## config.mk

```make
export PLATFORM = sky130hd
export DESIGN_NAME = awmd_div_stage
export DESIGN_NICKNAME = d
export VERILOG_FILES = /design/src/awmd_pkg.sv /design/src/awmd_div_stage.sv
export SDC_FILE = /design/constraint.sdc
export NUM_CORES = 1
export LEC_CHECK = 0
export BUFFER_PORTS_ARGS = -buffer_cell sky130_fd_sc_hd__buf_2
export CORE_MARGIN = 2
export CORE_UTILIZATION = 55
export DETAILED_ROUTE_END_ITERATION = 8
export MAX_ROUTING_LAYER = met4
export PLACE_DENSITY = 0.91
export RECOVER_POWER = 50
export SLEW_MARGIN = 20
export SYNTH_ARGS = -nofsm -noshare
export SYNTH_HDL_FRONTEND = slang
export SYNTH_SLANG_ARGS = --single-unit
```

## constraint.sdc

```tcl
create_clock -name clk_i -period 7.4 [get_ports clk_i]
set_clock_uncertainty 0.05 [all_clocks]
set_input_delay 0.37 -clock clk_i [delete_from_list [all_inputs] [get_ports clk_i]]
set_output_delay 0.37 -clock clk_i [all_outputs]
set_load 0.005 [all_outputs]
```

## src/awmd_pkg.sv

```systemverilog
// ----------------------------------------------------------------------------
// awmd_pkg
// Shared types and constants for the alpha-weighted 2x2 mip downsampler.
// ----------------------------------------------------------------------------
package awmd_pkg;

  localparam int unsigned BYTE_W    = 8;
  localparam int unsigned WORD_W    = 32;
  localparam int unsigned QUAD_N    = 4;
  localparam int unsigned COLOR_N   = 3;
  localparam int unsigned MASK_N    = 4;
  localparam int unsigned LANE_N    = COLOR_N + MASK_N;
  localparam int unsigned ASUM_W    = 10;   // sum of four bytes
  localparam int unsigned NUM_W     = 18;   // weighted sum plus rounding
  localparam int unsigned QUO_W     = 8;
  localparam int unsigned DEN_W     = ASUM_W + QUO_W - 1;  // divisor pre-shifted
  localparam int unsigned STEPS_PER_STAGE = 2;
  localparam int unsigned DIV_STAGE_N     = QUO_W / STEPS_PER_STAGE;
  localparam int unsigned CFG_W     = 3;
  localparam logic [CFG_W-1:0] MASK_CH_RESET = 3'd4;
  localparam int unsigned PADDR_W   = 3;
  localparam logic REG_MASK_CH = 1'b0;   // register index at paddr[2]

  typedef struct packed {
    logic [QUAD_N-1:0][WORD_W-1:0] texel;
    logic [QUAD_N-1:0][WORD_W-1:0] mask;
  } awmd_quad_t;

  typedef struct packed {
    logic [LANE_N-1:0][NUM_W-1:0] rem;
    logic [DEN_W-1:0]             den;
    logic [LANE_N-1:0][QUO_W-1:0] quo;
    logic [BYTE_W-1:0]            alpha;
    logic [MASK_N-1:0]            mask_en;
  } awmd_work_t;

endpackage

```

## src/awmd_div_stage.sv

```systemverilog
// ----------------------------------------------------------------------------
// awmd_div_stage
// Divider stage: two restoring quotient bits for every lane.
// ----------------------------------------------------------------------------
module awmd_div_stage (
  input  logic                 clk_i,
  input  logic                 rst_ni,
  input  logic                 valid_i,
  output logic                 ready_o,
  input  awmd_pkg::awmd_work_t work_i,
  output logic                 valid_o,
  input  logic                 ready_i,
  output awmd_pkg::awmd_work_t work_o
);
  import awmd_pkg::*;

  logic       valid_q;
  awmd_work_t work_d, work_q;

  always_comb begin
    logic take;
    work_d = work_i;
    for (int s = 0; s < STEPS_PER_STAGE; s++) begin
      for (int l = 0; l < LANE_N; l++) begin
        take = work_d.rem[l] >= NUM_W'(work_d.den);
        if (take) begin
          work_d.rem[l] = work_d.rem[l] - NUM_W'(work_d.den);
        end
        work_d.quo[l] = {work_d.quo[l][QUO_W-2:0], take};
      end
      work_d.den = work_d.den >> 1;
    end
  end

  assign ready_o = !valid_q || ready_i;

  always_ff @(posedge clk_i or negedge rst_ni) begin
    if (!rst_ni) begin
      valid_q <= 1'b0;
    end else if (ready_o) begin
      valid_q <= valid_i;
    end
  end

  always_ff @(posedge clk_i) begin
    if (valid_i && ready_o) begin
      work_q <= work_d;
    end
  end

  assign valid_o = valid_q;
  assign work_o  = work_q;

endmodule

```

# ---- Word level (Yosys, flattened, before mapping)
# Index checks and enable logic that the tools add are counted.
# Widths: inputs -> output; s select.
dict set report op_classes {
  n_mux 14
  n_lt_le_gt_ge 14
  n_reduce_logical 3
  addsub 14
}
# op count
set op_table {}
lappend op_table {{$mux 18} 14}
lappend op_table {{$ge 18x16->1} 7}
lappend op_table {{$ge 18x17->1} 7}
lappend op_table {{$sub 18x16->18} 7}
lappend op_table {{$sub 18x17->18} 7}
lappend op_table {{$logic_and 1x1->1} 1}
lappend op_table {{$logic_not 1->1} 1}
lappend op_table {{$logic_or 1x1->1} 1}
dict set report word_totals {
  word_cells 63
  out_inout_bits 213
  register_bits 210
}

# ---- Logic depth before layout (Yosys ltp)
dict set report depth {
  word_depth 4
  ltp_mapped 27
  mapped_depth_nobuf 23
}

# ---- Worst setup path before layout
# No wires, ideal clock.
dict set report synth_timing {
  path_type {input to register}
  from {input ready_i}
  to {register work_q, in the netlist work_o[0], enable pin}
  setup_time_ps 596
  required_time_ps 6754
  stages 2
  n_path_buf 0
  path_slack_ps 1453
  t_arrival_ps 5301
  path_cell_list {nand2b_1 -> and2_1}
}
dict set report synth_via {
  elab_chain_cells 2
}
# element line_no
set synth_rtl {}
lappend synth_rtl {{start, declared} awmd_div_stage.sv:12} ;# input logic ready_i,
lappend synth_rtl {{$logic_or 1x1->1} awmd_div_stage.sv:35} ;# assign ready_o = !valid_q || ready_i;
lappend synth_rtl {{$logic_and 1x1->1} awmd_div_stage.sv:46} ;# if (valid_i && ready_o) begin
lappend synth_rtl {{end signal, assigned} awmd_div_stage.sv:47} ;# work_q <= work_d;
lappend synth_rtl {{end, declared} awmd_div_stage.sv:18} ;# awmd_work_t work_d, work_q;
# No other way between the ends.
# A chain may end at the register's enable or synchronous reset.

==> metrics.md <==
| Metric | Value |
|---|---|
| Status | complete, but fails checks |
| Failing checks | max-capacitance violations, max-slew violations |
| Critical Path Start | work_i[73] |
| Fin Setup TNS | 0 ns |
| CP required | 7.65 ns |
| Final period util | 86.75% |
| Worst-Margin Slew | 2.456 ns |
| CP Max Fanout | 26 |
| Largest net degree at the start of global routing | 78 |
| Grt ovf | 0 |
| Synth top area share | 31.18% |
| Wire length on met2 | 30130 µm |
| Area of the mapped netlist | 20130 µm² |
| Initial antenna violation count | 11 |
| Distinct cells, synth | 91 |
| Worst-path clk slew | 0.06 ns |
| Reg area | 6301 µm² |
| Max-Cap Viols | 1 |
| Hold depth | 2 |
| Synth top area cells | edfxtp_1, ha_1, mux2_2 |
| Sequential cell area fraction in the yosys report | 31.30% |
| Number of nets in the layout | 3062 |
| Metal-1 WL | 26390 µm |
| Hold Path Class | in2reg |
| Metal3 WL | 6003 µm |
| Die Y | 195.3 µm |
| Leak pwr | 10.23 nW |
| DR vias/cell | 6.205 |
| Post-Place Setup Slack | 0.9052 ns |
| Critical Path End Type | flip-flop |
| DRT iter0 DRCs | 1361 |
| TritonCTS clock tree | done |
| Power per standard cell area | 244.1 nW/µm² |
| Ys async rst share | 0.4762% |
| Core Footprint | 36350 µm² |
| Die ar. | 38140 µm² |
| Die Wd | 195.3 µm |
| Post-Place Cells | 2976 |
| Arr. time, crit path | 6.67 ns |
| Overall Power | 5.897 mW |
| R2r setup slk | 3.05 ns |
| Post-synth EDFFs | 209 |
| Slew Viols, Final | 39 |
| # Post-CTS Setup Buffers | 0 |
| CTS buffer count | 25 |
| Total track usage | 35.02% |
| Remaining DRCs | 0 |
| Hold Path End | valid_o$_DFFE_PN0N_ |
| Fin crit period | 6.420 ns |
| Number of global-route vias before repair | 18570 |
| Max_slew headroom | -63.83% |
| Row count | 70 |
| Buffers on Ports | 411 |
| Layout filler cell count | 2795 |
| Worst Slack Setup Final | 0.9803 ns |
| Final ANT Viol Nets | 0 |
| FMAX | 0.1558 GHz |
| Synth Flop Type | edfxtp_1 |
| Final cell count without fillers | 3098 |
| HP Start | valid_i |
| Worst-case hold slack | 0.009697 ns |
| RR Endpoint | work_o[135]$_DFFE_PP_ |
| Cells on worst reg2reg path | 4 |
| Placed wire-length estimate | 49320 µm |
| Drt wl/cell | 21.66 µm |
| GPL Wtd Cong | 0.9859 |
| Yosys reg bits | 210 |
| Critical path class | in2reg |
| Synth Instances | 2099 |
| Layout cells sized above 1 | 19.63% |
| Vias | 19220 |
| CTS max path bufs | 3 |
| Unrepaired setup endpoints after global routing | false |
| Reg2reg start | valid_o$_DFFE_PN0N_ |
| I/O pin count | 428 |
| Yosys warns | 0 |
| Top Metal Used | met4 |
| Clk Latency, worst-skew pair | 0.56 ns |
| Syn-to-layout area delta | 20.03% |
| DR pass1 iterations | 7 |
| Hold Fails Final Rpt | 0 |
| # clock sinks | 210 |
| H-Tree Depth | 1 |
| Avg Cell Area, Syn | 9.590 µm² |
| Final number of setup-violating endpoints | 0 |
| Initial Utilization | 55.38% |
| Final wirelength | 67110 µm |
| Multi-input logic area | 13340 µm² |
| Yosys top cell by area | edfxtp_1 |
| Max IR drop VDD | 0.0001872 V |
| First-pass GRT wire length | 101300 µm |
| Startpoint Class | input pin |
| Root buffer cell | clkbuf_16 |
worst max path at each step:
stage               slack [ns]               endpoint  cells past startpoint
floorplan                 1.45    work_o[0]$_DFFE_PP_                      2
global placement          1.05  work_o[150]$_DFFE_PP_                     20
detailed placement        0.91  work_o[146]$_DFFE_PP_                     20
CTS                       0.99  work_o[146]$_DFFE_PP_                     20
global route              0.59  work_o[146]$_DFFE_PP_                     20
finish                    0.98  work_o[146]$_DFFE_PP_                     20
state kept, by name, indices dropped and copies added (netlist names):
signal / cells
work_o: 209
valid_o: 1
metrics by stage:
step | area (µm²) | util, %
final | 24160 | 66.47
after global placement | 22850 | 62.86
after global routing | 24160 | 66.47
after CTS | 24320 | 66.92
after floorplan | 20130 | -
after detailed placement | 22850 | 62.86
cell type report:
type,instances,share of cell area (%)
clock buffers,25,2.589
well taps,468,2.424
multi-input cells,1772,55.23
repair buffers,511,11.54
inverters,82,1.284
flip-flops and latches,210,26.08
diodes,11,0.1139
clock inverters,19,0.7405
synthesized netlist by cell type, types with 5 or more instances:
| master | instances |
|---|---|
| or2_2 | 11 |
| inv_1 | 79 |
| a21boi_0 | 14 |
| o31a_1 | 14 |
| nor3_1 | 41 |
| a31oi_1 | 22 |
| nand3_1 | 37 |
| or3_1 | 10 |
| and4_1 | 5 |
| a21oi_1 | 174 |
| ha_1 | 231 |
| mux2i_1 | 32 |
| clkbuf_1 | 22 |
| xnor2_1 | 122 |
| mux2_2 | 125 |
| o211ai_1 | 17 |
| nor2b_1 | 35 |
| a21o_1 | 76 |
| edfxtp_1 | 209 |
| nor2_1 | 154 |
| mux2_4 | 8 |
| o41ai_1 | 5 |
| and3_1 | 12 |
| nand2_1 | 161 |
| buf_4 | 7 |
| a211oi_1 | 24 |
| o21a_1 | 51 |
| o311ai_0 | 7 |
| xor2_1 | 45 |
| nand4_1 | 31 |
| nand2b_1 | 22 |
| and2_1 | 8 |
| o21bai_1 | 10 |
| o21ai_0 | 140 |
| a221oi_1 | 5 |
| fa_1 | 14 |
| nor4_1 | 12 |
| o31ai_1 | 20 |
power by group:
group	total, mW	leakage [nW]	switching (mW)	internal (mW)
Combinational	2.93	7.85	1.61	1.32
Sequential	1.70	1.99	0.0742	1.63
Clock	1.26	0.385	0.566	0.694
timing repair:
| item | CTS | global route |
|---|---|---|
| endpoints found under the setup margin | 0 | 0 |
| endpoints found under the hold margin | 67 | 0 |
| resized for setup | 0 | 0 |
| hold buffers | 67 | 0 |
worst max-delay path, cell delays in order:
cell	delay, ns
dlygate4sd3_1	0.53
clkbuf_1	0.11
inv_1	0.46
ha_1	0.38
o21a_1	0.20
o21ai_0	0.27
o2111ai_2	0.25
a311o_1	0.45
a31oi_4	0.18
mux2_2	0.39
ha_1	0.22
fa_1	0.44
nor2b_1	0.20
o211ai_1	0.11
a21boi_0	0.29
nor4_1	0.12
o31ai_1	0.55
a31oi_1	0.23
nand3b_2	0.49
mux2_2	0.40
layer usage:
| metal | vias up | global-route usage (%) |
|---|---|---|
| li1 | 8995 | - |
| met1 | 8943 | 41.23 |
| met2 | 1006 | 55.86 |
| met3 | 279 | 6.857 |
| met4 | 0 | 20.75 |
| met5 | - | - |
kinds of logic after synthesis:
group	after synthesis	share of synthesized area, %
buf+inv	118	2.461
other cells	1	0.01863
fa+ha+maj	245	15.75
flops	210	31.30
compound gates	638	20.79
simple gates	553	13.12
xor+xnor	167	7.266
mux	167	9.293
layout by cell type, fill, tap and decap left out, types with 14 or more instances in the layout:
cell           netlist  final
clkbuf_16            0     25
ha_1               231    231
a21boi_0            14     14
edfxtp_1           209    209
nor2_1             154    154
xnor2_1            122    122
o211ai_1            17     17
a211oi_1            24     24
dlygate4sd3_1        0     67
o21a_1              51     51
buf_2                4    265
nand2_1            161    161
a21oi_1            174    174
o31a_1              14     14
a31oi_1             22     22
nand3_1             37     37
a21o_1              76     76
buf_4                7     32
mux2_2             125    125
mux2i_1             32     32
o31ai_1             20     20
nand4_1             31     31
nor2b_1             35     35
nor3_1              41     41
o21ai_0            140    140
xor2_1              45     45
nand2b_1            22     22
fa_1                14     14
inv_1               79     79
clkbuf_1            22    144
No activity file was read; power rests on OpenSTA's default activity.
